<file path="config.mk">
export PLATFORM = sky130hd
export DESIGN_NAME = notch_filtered_pid_speed
export DESIGN_NICKNAME = d
export VERILOG_FILES = /design/src/hw/rtl/ncpid_pkg.sv /design/src/hw/rtl/notch_filtered_pid_speed.sv /design/src/hw/rtl/ncpid_seq.sv /design/src/hw/rtl/ncpid_dp.sv
export VERILOG_INCLUDE_DIRS = /design/src /design/src/hw/rtl
export SDC_FILE = /design/constraint.sdc
export NUM_CORES = 2
export LEC_CHECK = 0
export BUFFER_PORTS_ARGS = -buffer_cell sky130_fd_sc_hd__clkbuf_2
export CAP_MARGIN = 40
export CORE_MARGIN = 2
export CORE_UTILIZATION = 35
export CTS_CLUSTER_SIZE = 30
export DETAILED_ROUTE_END_ITERATION = 8
export GPL_TIMING_DRIVEN = 0
export PLACE_DENSITY_LB_ADDON = 0.08
export SYNTH_ARGS = -nofsm -noshare
export SYNTH_HDL_FRONTEND = slang
export SYNTH_SLANG_ARGS = --single-unit
</file>
<file path="constraint.sdc">
create_clock -name clk -period 11.25 [get_ports clk]
set_input_delay 0.5625 -clock clk [delete_from_list [all_inputs] [get_ports clk]]
set_output_delay 0.5625 -clock clk [all_outputs]
set_load 0.01 [all_outputs]
</file>
<file path="src/hw/rtl/notch_filtered_pid_speed_defines.svh">
// ----------------------------------------------------------------------------
// Assertion macros for notch_filtered_pid_speed
// Clocked on clk, switched off while arst_n is low.
// ----------------------------------------------------------------------------
`ifndef NOTCH_FILTERED_PID_SPEED_DEFINES_SVH
`define NOTCH_FILTERED_PID_SPEED_DEFINES_SVH

// same-cycle implication
`define NCPID_ASSERT_IMP(name, ante, cons, msg) \
	name: assert property (@(posedge clk) disable iff (!arst_n) (ante) |-> (cons)) \
		else $error(msg);

// next-cycle implication
`define NCPID_ASSERT_NXT(name, ante, cons, msg) \
	name: assert property (@(posedge clk) disable iff (!arst_n) (ante) |=> (cons)) \
		else $error(msg);

`endif

</file>
<file path="src/hw/rtl/ncpid_pkg.sv">
// ----------------------------------------------------------------------------
// ncpid_pkg
// Types, constants and the control store of the notch-filtered PID block.
// ----------------------------------------------------------------------------
`default_nettype none

package ncpid_pkg;

	// fixed-point format
	localparam int FRAC_BITS = 14;
	localparam int SIG_W     = 40;
	localparam int MUL_B_W   = 23;
	localparam int PROD_W    = SIG_W + MUL_B_W;
	localparam int ACC_W     = 64;

	// field and register widths
	localparam int MM_W       = 16;
	localparam int OUT_W      = 10;
	localparam int GAIN_W     = 22;
	localparam int LIM_W      = 30;
	localparam int DT_W       = 16;
	localparam int COEF_W     = 17;
	localparam int CFG_DATA_W = 30;
	localparam int CFG_IDX_W  = 3;
	localparam int STEP_W     = 5;

	localparam logic [MM_W-1:0] INVALID_MM = MM_W'(8190);
	localparam int SPEED_LIMIT = 400;

	localparam int ONE    = 1 << FRAC_BITS;
	localparam int K_HOLD = (7 * ONE + 5) / 10;
	localparam int K_NEW  = (3 * ONE + 5) / 10;

	localparam logic signed [MUL_B_W-1:0] ONE_B    = MUL_B_W'(ONE);
	localparam logic signed [MUL_B_W-1:0] KHOLD_B  = MUL_B_W'(K_HOLD);
	localparam logic signed [MUL_B_W-1:0] KNEW_B   = MUL_B_W'(K_NEW);
	localparam logic signed [MUL_B_W-1:0] DT_ONE_B = MUL_B_W'(1 << DT_W);

	localparam logic signed [ACC_W-1:0] SIG_MAX64 = (ACC_W'(1) <<< (SIG_W - 1)) - ACC_W'(1);
	localparam logic signed [ACC_W-1:0] SIG_MIN64 = -SIG_MAX64 - ACC_W'(1);
	localparam logic signed [ACC_W-1:0] CMD_CAP   = ACC_W'(SPEED_LIMIT) <<< (2 * FRAC_BITS);
	localparam logic signed [ACC_W-1:0] CMD_CAP_N = -CMD_CAP;
	localparam logic signed [OUT_W-1:0] CMD_MAX   = OUT_W'(SPEED_LIMIT);
	localparam logic signed [OUT_W-1:0] CMD_MIN   = -CMD_MAX;

	// configuration register indexes
	typedef enum logic [CFG_IDX_W-1:0] {
		CFG_GAIN_P   = 3'd0,
		CFG_GAIN_I   = 3'd1,
		CFG_GAIN_D   = 3'd2,
		CFG_INT_LIM  = 3'd3,
		CFG_DT       = 3'd4,
		CFG_NOTCH_B1 = 3'd5,
		CFG_NOTCH_A1 = 3'd6,
		CFG_NOTCH_A2 = 3'd7
	} cfg_idx_t;

	typedef struct packed {
		logic [GAIN_W-1:0]        gain_p;
		logic [GAIN_W-1:0]        gain_i;
		logic [GAIN_W-1:0]        gain_d_per_dt;
		logic [LIM_W-1:0]         integral_limit;
		logic [DT_W-1:0]          sample_period;
		logic signed [COEF_W-1:0] notch_b1;
		logic signed [COEF_W-1:0] notch_a1;
		logic signed [COEF_W-1:0] notch_a2;
	} cfg_t;

	localparam cfg_t CFG_RESET = '{
		gain_p:         GAIN_W'(19661),
		gain_i:         GAIN_W'(0),
		gain_d_per_dt:  GAIN_W'(245760),
		integral_limit: LIM_W'(3276800),
		sample_period:  DT_W'(1311),
		notch_b1:       -COEF_W'(32364),
		notch_a1:       -COEF_W'(30746),
		notch_a2:       COEF_W'(14787)
	};

	// multiplier operand A: a 40-bit signal
	typedef enum logic [2:0] {
		A_X, A_IN1, A_IN2, A_Y1, A_Y2, A_PREV, A_SMOOTH, A_INTEG
	} a_sel_t;

	// multiplier operand B: a coefficient, gain or constant
	typedef enum logic [3:0] {
		B_ONE, B_B1, B_A1, B_A2, B_KHOLD, B_KNEW, B_DT, B_TWO16, B_GP, B_GI, B_GD
	} b_sel_t;

	typedef enum logic [1:0] {
		ACC_NOP, ACC_LOAD, ACC_ADD, ACC_SUB
	} acc_op_t;

	typedef enum logic [2:0] {
		WB_NONE, WB_NOTCH, WB_SMOOTH, WB_INTEG, WB_OUT
	} wb_t;

	typedef enum logic [1:0] {
		SEQ_NEXT, SEQ_JDROP, SEQ_DONE
	} seq_op_t;

	typedef struct packed {
		a_sel_t              a;
		b_sel_t              b;
		acc_op_t             acc;
		wb_t                 wb;
		seq_op_t             seq;
		logic [STEP_W-1:0]   target;
	} ucw_t;

	typedef struct packed {
		logic load;
		logic run;
		ucw_t uw;
	} dp_ctl_t;

	localparam logic [STEP_W-1:0] STEP_DROP = STEP_W'(16);

	function automatic ucw_t uword(input a_sel_t a, input b_sel_t b, input acc_op_t acc,
			input wb_t wb, input seq_op_t seq);
		ucw_t w;
		w.a      = a;
		w.b      = b;
		w.acc    = acc;
		w.wb     = wb;
		w.seq    = seq;
		w.target = STEP_DROP;
		return w;
	endfunction

	// control store; the product of step n is consumed by the accumulator at step n+1
	function automatic ucw_t ucode(input logic [STEP_W-1:0] step);
		ucw_t w;
		unique case (step)
			// notch: x*1 + x2*1 + b1*x1 - a1*y1 - a2*y2
			STEP_W'(0):  w = uword(A_X,      B_ONE,   ACC_NOP,  WB_NONE,   SEQ_JDROP);
			STEP_W'(1):  w = uword(A_IN2,    B_ONE,   ACC_LOAD, WB_NONE,   SEQ_NEXT);
			STEP_W'(2):  w = uword(A_IN1,    B_B1,    ACC_ADD,  WB_NONE,   SEQ_NEXT);
			STEP_W'(3):  w = uword(A_Y1,     B_A1,    ACC_ADD,  WB_NONE,   SEQ_NEXT);
			STEP_W'(4):  w = uword(A_Y2,     B_A2,    ACC_SUB,  WB_NONE,   SEQ_NEXT);
			STEP_W'(5):  w = uword(A_Y2,     B_A2,    ACC_SUB,  WB_NONE,   SEQ_NEXT);
			// smoothed difference: khold*s + knew*y - knew*prev
			STEP_W'(6):  w = uword(A_SMOOTH, B_KHOLD, ACC_NOP,  WB_NOTCH,  SEQ_NEXT);
			STEP_W'(7):  w = uword(A_PREV,   B_KNEW,  ACC_LOAD, WB_NONE,   SEQ_NEXT);
			STEP_W'(8):  w = uword(A_Y1,     B_KNEW,  ACC_SUB,  WB_NONE,   SEQ_NEXT);
			// integral: I*2^16 + y*dt, shifted right by 16 bits
			STEP_W'(9):  w = uword(A_INTEG,  B_TWO16, ACC_ADD,  WB_NONE,   SEQ_NEXT);
			STEP_W'(10): w = uword(A_Y1,     B_DT,    ACC_LOAD, WB_SMOOTH, SEQ_NEXT);
			// command: kp*y + kd*s + ki*I
			STEP_W'(11): w = uword(A_Y1,     B_GP,    ACC_ADD,  WB_NONE,   SEQ_NEXT);
			STEP_W'(12): w = uword(A_SMOOTH, B_GD,    ACC_LOAD, WB_INTEG,  SEQ_NEXT);
			STEP_W'(13): w = uword(A_INTEG,  B_GI,    ACC_ADD,  WB_NONE,   SEQ_NEXT);
			STEP_W'(14): w = uword(A_INTEG,  B_GI,    ACC_ADD,  WB_NONE,   SEQ_NEXT);
			STEP_W'(15): w = uword(A_INTEG,  B_GI,    ACC_NOP,  WB_OUT,    SEQ_DONE);
			// dropped sample lands here
			default:     w = uword(A_X,      B_ONE,   ACC_NOP,  WB_NONE,   SEQ_DONE);
		endcase
		return w;
	endfunction

endpackage

`default_nettype wire

</file>
<file path="src/hw/rtl/notch_filtered_pid_speed.sv">
// ----------------------------------------------------------------------------
// notch_filtered_pid_speed
// PID speed controller with a biquad notch on the distance error.
// ----------------------------------------------------------------------------
// Each input transfer is one sample period. A sample with timed_out set or a
// measurement of 8190 mm or more is thrown away: no result, no state change,
// and the next sample is taken once the sequencer has passed its drop step. A
// good sample runs a 16-step microprogram on one shared 40x23 multiplier feeding
// a 64-bit accumulator, one product per step; its result is written to the
// output register at the last step, which also frees the input, and no new
// input is taken while the program runs. The multiplier and the length of the
// program set the sample rate. The next sample is taken while a result is still
// waiting; if that result is still not taken when the following one is ready,
// the program holds at its last step. Configuration must be written only while
// idle (the block itself does not enforce this) and takes effect on the next sample.
// ----------------------------------------------------------------------------
`default_nettype none
`include "notch_filtered_pid_speed_defines.svh"

module notch_filtered_pid_speed (
	input  logic                                  clk,
	input  logic                                  arst_n,
	// configuration
	input  logic                                  cfg_write,
	input  logic [ncpid_pkg::CFG_IDX_W-1:0]       cfg_index,
	input  logic [ncpid_pkg::CFG_DATA_W-1:0]      cfg_data,
	// samples in
	input  logic                                  in_valid,
	output logic                                  in_ready,
	input  logic [ncpid_pkg::MM_W-1:0]            setpoint_mm,
	input  logic [ncpid_pkg::MM_W-1:0]            measured_mm,
	input  logic                                  timed_out,
	// speed commands out
	output logic                                  out_valid,
	input  logic                                  out_ready,
	output logic signed [ncpid_pkg::OUT_W-1:0]    speed_command
);
	import ncpid_pkg::*;

	cfg_t    cfg_q;
	dp_ctl_t ctl;
	logic    out_hold;

	// config registers; every index in range
	always_ff @(posedge clk or negedge arst_n) begin
		if (!arst_n) begin
			cfg_q <= CFG_RESET;
		end else if (cfg_write) begin
			unique case (cfg_idx_t'(cfg_index))
				CFG_GAIN_P:   cfg_q.gain_p         <= cfg_data[GAIN_W-1:0];
				CFG_GAIN_I:   cfg_q.gain_i         <= cfg_data[GAIN_W-1:0];
				CFG_GAIN_D:   cfg_q.gain_d_per_dt  <= cfg_data[GAIN_W-1:0];
				CFG_INT_LIM:  cfg_q.integral_limit <= cfg_data[LIM_W-1:0];
				CFG_DT:       cfg_q.sample_period  <= cfg_data[DT_W-1:0];
				CFG_NOTCH_B1: cfg_q.notch_b1       <= $signed(cfg_data[COEF_W-1:0]);
				CFG_NOTCH_A1: cfg_q.notch_a1       <= $signed(cfg_data[COEF_W-1:0]);
				CFG_NOTCH_A2: cfg_q.notch_a2       <= $signed(cfg_data[COEF_W-1:0]);
			endcase
		end
	end

	// sequencer: step counter, control store, sample drop decision
	ncpid_seq u_seq (
		.clk         (clk),
		.arst_n      (arst_n),
		.in_valid    (in_valid),
		.in_ready    (in_ready),
		.measured_mm (measured_mm),
		.timed_out   (timed_out),
		.out_hold    (out_hold),
		.ctl         (ctl)
	);

	// datapath: MAC, notch/derivative/integral state, output register
	ncpid_dp u_dp (
		.clk           (clk),
		.arst_n        (arst_n),
		.cfg           (cfg_q),
		.ctl           (ctl),
		.setpoint_mm   (setpoint_mm),
		.measured_mm   (measured_mm),
		.out_ready     (out_ready),
		.out_hold      (out_hold),
		.out_valid     (out_valid),
		.speed_command (speed_command)
	);

	`NCPID_ASSERT_IMP(a_cmd_range, out_valid, (speed_command <= CMD_MAX) && (speed_command >= CMD_MIN), "speed command beyond limit")
	`NCPID_ASSERT_NXT(a_busy_after_xfer, in_valid && in_ready, !in_ready, "ready after input transfer")
	`NCPID_ASSERT_IMP(a_no_xfer_in_prog, ctl.run, !in_ready, "input taken while program runs")
	`NCPID_ASSERT_NXT(a_result_lands, ctl.run && (ctl.uw.wb == WB_OUT), out_valid, "result step left no result")

endmodule

`default_nettype wire

</file>
<file path="src/hw/rtl/ncpid_seq.sv">
// ----------------------------------------------------------------------------
// ncpid_seq
// Step counter and control store; takes input transfers and drops bad samples.
// ----------------------------------------------------------------------------
`default_nettype none

module ncpid_seq (
	input  logic                          clk,
	input  logic                          arst_n,
	input  logic                          in_valid,
	output logic                          in_ready,
	input  logic [ncpid_pkg::MM_W-1:0]    measured_mm,
	input  logic                          timed_out,
	input  logic                          out_hold,
	output ncpid_pkg::dp_ctl_t            ctl
);
	import ncpid_pkg::*;

	logic              busy_q;
	logic              drop_q;
	logic [STEP_W-1:0] step_q;
	ucw_t              uw;
	logic              accept;
	logic              stall;

	assign uw       = ucode(step_q);
	assign in_ready = !busy_q;
	assign accept   = in_valid && !busy_q;
	// result step waits while the output register is full and not being taken
	assign stall    = (uw.wb == WB_OUT) && out_hold;

	always_comb begin
		ctl.load = accept;
		ctl.run  = busy_q && !stall;
		ctl.uw   = uw;
	end

	always_ff @(posedge clk or negedge arst_n) begin
		if (!arst_n) begin
			busy_q <= 1'b0;
			drop_q <= 1'b0;
			step_q <= '0;
		end else if (accept) begin
			busy_q <= 1'b1;
			step_q <= '0;
			drop_q <= timed_out || (measured_mm >= INVALID_MM);
		end else if (ctl.run) begin
			unique case (uw.seq)
				SEQ_NEXT:  step_q <= step_q + STEP_W'(1);
				SEQ_JDROP: step_q <= drop_q ? uw.target : step_q + STEP_W'(1);
				SEQ_DONE: begin
					busy_q <= 1'b0;
					step_q <= '0;
				end
				default: step_q <= '0;
			endcase
		end
	end

endmodule

`default_nettype wire

</file>
<file path="src/hw/rtl/ncpid_dp.sv">
// ----------------------------------------------------------------------------
// ncpid_dp
// Shared multiply-accumulate, filter state and result register.
// ----------------------------------------------------------------------------
`default_nettype none

module ncpid_dp (
	input  logic                                 clk,
	input  logic                                 arst_n,
	input  ncpid_pkg::cfg_t                      cfg,
	input  ncpid_pkg::dp_ctl_t                   ctl,
	input  logic [ncpid_pkg::MM_W-1:0]           setpoint_mm,
	input  logic [ncpid_pkg::MM_W-1:0]           measured_mm,
	input  logic                                 out_ready,
	output logic                                 out_hold,
	output logic                                 out_valid,
	output logic signed [ncpid_pkg::OUT_W-1:0]   speed_command
);
	import ncpid_pkg::*;

	logic signed [SIG_W-1:0]   x_q, in1_q, in2_q, y1_q, y2_q, prev_q, smooth_q, integ_q;
	logic signed [SIG_W-1:0]   op_a;
	logic signed [MUL_B_W-1:0] op_b;
	logic signed [PROD_W-1:0]  prod_s1;
	logic signed [ACC_W-1:0]   acc_q;
	logic signed [ACC_W-1:0]   acc_shf, acc_shi, lim_p, lim_n;
	logic signed [SIG_W-1:0]   sat_val, integ_val;
	logic [ACC_W-1:0]          cmd_mag, cmd_quo;
	logic signed [OUT_W-1:0]   cmd_val;
	logic signed [MM_W:0]      err;
	logic                      out_valid_q;
	logic signed [OUT_W-1:0]   speed_command_q;

	assign err = $signed({1'b0, setpoint_mm}) - $signed({1'b0, measured_mm});

	always_comb begin
		unique case (ctl.uw.a)
			A_X:      op_a = x_q;
			A_IN1:    op_a = in1_q;
			A_IN2:    op_a = in2_q;
			A_Y1:     op_a = y1_q;
			A_Y2:     op_a = y2_q;
			A_PREV:   op_a = prev_q;
			A_SMOOTH: op_a = smooth_q;
			A_INTEG:  op_a = integ_q;
		endcase
	end

	always_comb begin
		unique case (ctl.uw.b)
			B_ONE:   op_b = ONE_B;
			B_B1:    op_b = MUL_B_W'(cfg.notch_b1);
			B_A1:    op_b = MUL_B_W'(cfg.notch_a1);
			B_A2:    op_b = MUL_B_W'(cfg.notch_a2);
			B_KHOLD: op_b = KHOLD_B;
			B_KNEW:  op_b = KNEW_B;
			B_DT:    op_b = $signed({{(MUL_B_W - DT_W){1'b0}}, cfg.sample_period});
			B_TWO16: op_b = DT_ONE_B;
			B_GP:    op_b = $signed({{(MUL_B_W - GAIN_W){1'b0}}, cfg.gain_p});
			B_GI:    op_b = $signed({{(MUL_B_W - GAIN_W){1'b0}}, cfg.gain_i});
			B_GD:    op_b = $signed({{(MUL_B_W - GAIN_W){1'b0}}, cfg.gain_d_per_dt});
			default: op_b = ONE_B;
		endcase
	end

	// floor rescale and 40-bit saturation (notch output and smoothed difference)
	assign acc_shf = acc_q >>> FRAC_BITS;
	always_comb begin
		if (acc_shf > SIG_MAX64)
			sat_val = SIG_MAX64[SIG_W-1:0];
		else if (acc_shf < SIG_MIN64)
			sat_val = SIG_MIN64[SIG_W-1:0];
		else
			sat_val = acc_shf[SIG_W-1:0];
	end

	// integral clamp
	assign acc_shi = acc_q >>> DT_W;
	assign lim_p   = $signed({{(ACC_W - LIM_W){1'b0}}, cfg.integral_limit});
	assign lim_n   = -lim_p;
	always_comb begin
		if (acc_shi > lim_p)
			integ_val = lim_p[SIG_W-1:0];
		else if (acc_shi < lim_n)
			integ_val = lim_n[SIG_W-1:0];
		else
			integ_val = acc_shi[SIG_W-1:0];
	end

	// command: clamp, then divide by 2^2F toward zero
	assign cmd_mag = acc_q[ACC_W-1] ? $unsigned(-acc_q) : $unsigned(acc_q);
	assign cmd_quo = cmd_mag >> (2 * FRAC_BITS);
	always_comb begin
		if (acc_q > CMD_CAP)
			cmd_val = CMD_MAX;
		else if (acc_q < CMD_CAP_N)
			cmd_val = CMD_MIN;
		else if (acc_q[ACC_W-1])
			cmd_val = -$signed(cmd_quo[OUT_W-1:0]);
		else
			cmd_val = $signed(cmd_quo[OUT_W-1:0]);
	end

	// working registers
	always_ff @(posedge clk) begin
		if (ctl.load)
			x_q <= SIG_W'(err) <<< FRAC_BITS;
		if (ctl.run) begin
			prod_s1 <= op_a * op_b;
			unique case (ctl.uw.acc)
				ACC_NOP:  acc_q <= acc_q;
				ACC_LOAD: acc_q <= ACC_W'(prod_s1);
				ACC_ADD:  acc_q <= acc_q + ACC_W'(prod_s1);
				ACC_SUB:  acc_q <= acc_q - ACC_W'(prod_s1);
			endcase
			if (ctl.uw.wb == WB_OUT)
				speed_command_q <= cmd_val;
		end
	end

	// filter state
	always_ff @(posedge clk or negedge arst_n) begin
		if (!arst_n) begin
			in1_q    <= '0;
			in2_q    <= '0;
			y1_q     <= '0;
			y2_q     <= '0;
			prev_q   <= '0;
			smooth_q <= '0;
			integ_q  <= '0;
		end else if (ctl.run) begin
			unique case (ctl.uw.wb)
				WB_NOTCH: begin
					in2_q <= in1_q;
					in1_q <= x_q;
					y2_q  <= y1_q;
					y1_q  <= sat_val;
				end
				WB_SMOOTH: begin
					smooth_q <= sat_val;
					prev_q   <= y1_q;
				end
				WB_INTEG: integ_q <= integ_val;
				default: ;
			endcase
		end
	end

	always_ff @(posedge clk or negedge arst_n) begin
		if (!arst_n)
			out_valid_q <= 1'b0;
		else if (ctl.run && (ctl.uw.wb == WB_OUT))
			out_valid_q <= 1'b1;
		else if (out_ready)
			out_valid_q <= 1'b0;
	end

	assign out_hold      = out_valid_q && !out_ready;
	assign out_valid     = out_valid_q;
	assign speed_command = speed_command_q;

endmodule

`default_nettype wire
</file>
==> impl_metrics.toml <==
[final_layout]
area_growth_pct = 14.1
fin_cells = 9986
nets = 8789
fill_cells = 18900
multi_input_comb_area_mm2 = 0.0456
drive_gt1_frac = 0.131
seq_area_mm2 = 0.0148

[yosys]
syn_inst = 7142
synth_top_cell_area_share = 0.284
synthFlopType = "dfrtp_1"
synth_compound_area_frac = 0.104
synth_top_family_by_area = "adder cells"
synthArstFlopShare = 0.725
yosys_warnings = 0
synth_edf_count = 154
yosysUniqueCellTypes = 89
yosysSeqAreaShare = 0.228
ys_ff_latch = 559
synth-simple-area-share = 0.152
yosysTopAreaCell = "fa_1"
synth_area_leaders = "fa_1 (28%), dfrtp_1 (14%), nand2_1 (7.2%), edfxtp_1 (7.1%), ha_1 (6.6%)"
netlist_area_mm2 = 0.0651
synth.mux.area_fraction = 0.0481
synth_xor_area_frac = 0.0307
synth_fa_ha_area_frac = 0.350
syn_area_per_cell_um2 = 9.12
synthesis.nets = 8481

[critical_path]
cp.arrival_ns = 11.42
crit_type = "flip-flop to flip-flop"
cpMostUsedCell = "fa_1"
cp-start-kind = "flip-flop"
cp-startpoint = "u_seq.step_q[1]$_DFFE_PN0P_"
cp-end-kind = "flip-flop"
reg2reg_from = "u_seq.step_q[1]$_DFFE_PN0P_"
crit_family = "adder cells"
crit_required_ns = 11.64
crit_slowest_cell = "or4_4"
worstPathMaxFanout = 7
path_buf_inv = 10
cpPeakStageDelay_ns = 0.55

[global_route]
grt_util_met3 = 0.0353
globalRoute.busiestLayer = "met2"
antenna_found_initial = 9
grt_use_met2 = 0.467
grt_util_met1 = 0.388
overflow = 0
grt_pass1_vias = 55300
grt_pass1_wl_mm = 394
grt_max_degree = 100
track_usage = 0.287

[cts]
cts_tree = "yes"
cts_root_buf = "clkbuf_16"
cts.sinks = 559
path_clk_slew_ns = 0.06
clock_latency_ns = 0.69
clockBufferDepth = 3
htreeDepth = 3
numCtsBuffers = 70

[die]
rows = 158
die_area_mm2 = 0.190
die_x_um = 435
fp.dieH_um = 435
start_util = 0.352
fp.coreArea_mm2 = 0.185
ios = 83

[flow_run]
drv_cap = 0

[route]
vias = 53500
ant_nets = 0
wirelength_mm = 272
drt_iter0_drc = 4103
drtPass1Iterations = 6
via_per_inst = 5.35
routedWlPerCell_um = 27.2
drc = 0

[sta]
fin_crit_ns = 11.03
fin_ws_ns = 0.216
fmax_mhz = 90.6
fin_worst_skew_ns = 0.0662
finalHoldViolCount = 0
worst-slew-pin-transition_ns = 0.944
slew_violations = 0
slew_headroom = 0.371
setup_viol = 0
setup_tns_ns = 0
finalCritPeriodShare = 0.981

[placement]
gp_congestion = 0.952
io_buffers = 78
dp_slack_ns = -3.13
hpwl_mm = 227
post-place-cells = 9841

[power_and_ir_drop]
leakagePower_nw = 35.0
vdd_drop_max_mv = 0.190
power.net_switching_mw = 5.49
internal_power_mw = 6.07
pwr-share-clk = 0.206
power_density_mw_per_mm2 = 156
comb_power_share = 0.527
power_switching_share = 0.475
seqPwrFrac = 0.267
totalPowerFinal_mw = 11.6

[hold_path]
hold_class = "input port to flip-flop"
hold_start = "cfg_data[25]"

[outcome]
outcome = "finished clean"
## cell usage after synthesis (all sizes together), types with 9 or more instances
library cell and n:
a211oi 27, a21boi 12, a21o 99, a21oi 238, a221o 12, a221oi 17
a22o 38, a22oi 36, a31oi 47, and2 88, and3 43, buf 63
clkbuf 300, dfrtp 359, dfstp 46, edfxtp 154, fa 925, ha 343
inv 1132, mux2 207, mux2i 30, mux4 22, nand2 1258, nand2b 40
nand3 100, nand4 52, nor2 403, nor2b 58, nor3 68, nor3b 10
nor4 60, o211ai 12, o21a 23, o21ai 363, o21bai 24, o31a 18
o31ai 36, o41ai 9, or2 24, or3 18, or4 12, xnor2 141
xor2 87
## power by group through the flow
| stage | Sequential (mW) | Combinational [mW] | Clock [mW] |
|---|---|---|---|
| floorplan | 2.80 | 3.58 | 0 |
| global placement | 3.12 | 5.68 | 0 |
| detailed placement | 3.10 | 5.87 | 0 |
| CTS | 3.07 | 6.05 | 2.43 |
| global route | 3.11 | 6.62 | 2.50 |
| finish | 3.09 | 6.09 | 2.38 |
## path summary, 6_finish.rpt
check | endpoint | slack [ns] | cells past startpoint
setup / recovery | u_dp.prod_s1[62]$_DFFE_PP_ | 0.22 | 39
hold / removal | cfg_q[92]$_DFFE_PN0P_ | 0.12 | 2
setup reg to reg | u_dp.prod_s1[62]$_DFFE_PP_ | 0.22 | 39
hold reg to reg | u_dp.in2_q[22]$_DFFE_PN0P_ | 0.47 | 2
max in group asynchronous | cfg_q[84]$_DFFE_PN1P_ | 9.43 | 4
min in group asynchronous | cfg_q[91]$_DFFE_PN0P_ | 0.43 | 2
## per-layer routing
metal,vias to the layer above,wire [um]
met2,1678,128000
met1,27800,116000
li1,23600,-
met3,395,15200
met5,-,32
met4,4,12900
## logic make-up after synthesis
| family | count (synthesis) |
|---|---|
| buffers and inverters | 1495 |
| DFF | 559 |
| AOI/OAI and AO/OA | 1079 |
| adders and majority gates | 1268 |
| xor gates and xnor gates | 228 |
| muxes | 259 |
| and+or+nand+nor | 2254 |
## state kept, by name, summed over array words and instances (netlist names)
signal and flops:
cfg_q 163, u_dp.acc_q 64, u_dp.prod_s1 63, u_dp.integ_q 40
u_dp.prev_q 40, u_dp.smooth_q 40, u_dp.y1_q 40, u_dp.y2_q 40
u_dp.in1_q 17, u_dp.in2_q 17, u_dp.x_q 17, u_dp.speed_command 10
u_seq.step_q 5, u_dp.out_valid 1, u_seq.busy_q 1, u_seq.drop_q 1
## cells in the final DEF, fill, tap and decap left out, drive strengths merged, types with 27 or more instances in the layout
cell / Yosys / layout
and2: 88 / 88
nor2: 403 / 403
a22oi: 36 / 36
o21ai: 363 / 363
a211oi: 27 / 27
xor2: 87 / 87
nand3: 100 / 100
mux2: 207 / 207
nand2b: 40 / 40
xnor2: 141 / 141
a22o: 38 / 38
inv: 1132 / 1136
nand2: 1258 / 1258
ha: 343 / 343
o31ai: 36 / 36
and3: 43 / 43
dfrtp: 359 / 359
edfxtp: 154 / 154
a21o: 99 / 99
nor3: 68 / 68
nor2b: 58 / 58
mux2i: 30 / 30
clkbuf: 300 / 453
a21oi: 238 / 238
nor4: 60 / 60
dfstp: 46 / 46
nand4: 52 / 52
a31oi: 47 / 47
fa: 925 / 925
buf: 63 / 237
## repair_timing
item	in CTS	in global routing
resized for setup	248	136
endpoints found under the hold margin	60	0
buffers inserted	18	17
setup endpoints to repair	46	17
pin swaps	20	22
hold buffers	1	0
## layout make-up
| type | count | area share |
|---|---|---|
| plain buffers | 343 | 0.0225 |
| diodes | 1 | 0.0000337 |
| clock inverters | 33 | 0.00556 |
| repair buffers | 256 | 0.0335 |
| clock buffers | 94 | 0.0269 |
| flip-flops and latches | 559 | 0.199 |
| multi-input cells | 5088 | 0.613 |
| well taps | 2480 | 0.0418 |
| inverters | 1132 | 0.0573 |
## metrics by stage
stage | hold slack, ns | instance area [um^2] | util
6_report | 0.118 | 74300 | 0.401
5_1_grt | 0.105 | 74300 | 0.401
2_1_floorplan | 0.267 | 65100 | -
3_5_place_dp | 0.458 | 70600 | 0.381
4_1_cts | 0.0803 | 73900 | 0.399
3_3_place_gp | 0.453 | 68600 | 0.370
Note: power is estimated with default switching activity, not from simulation.
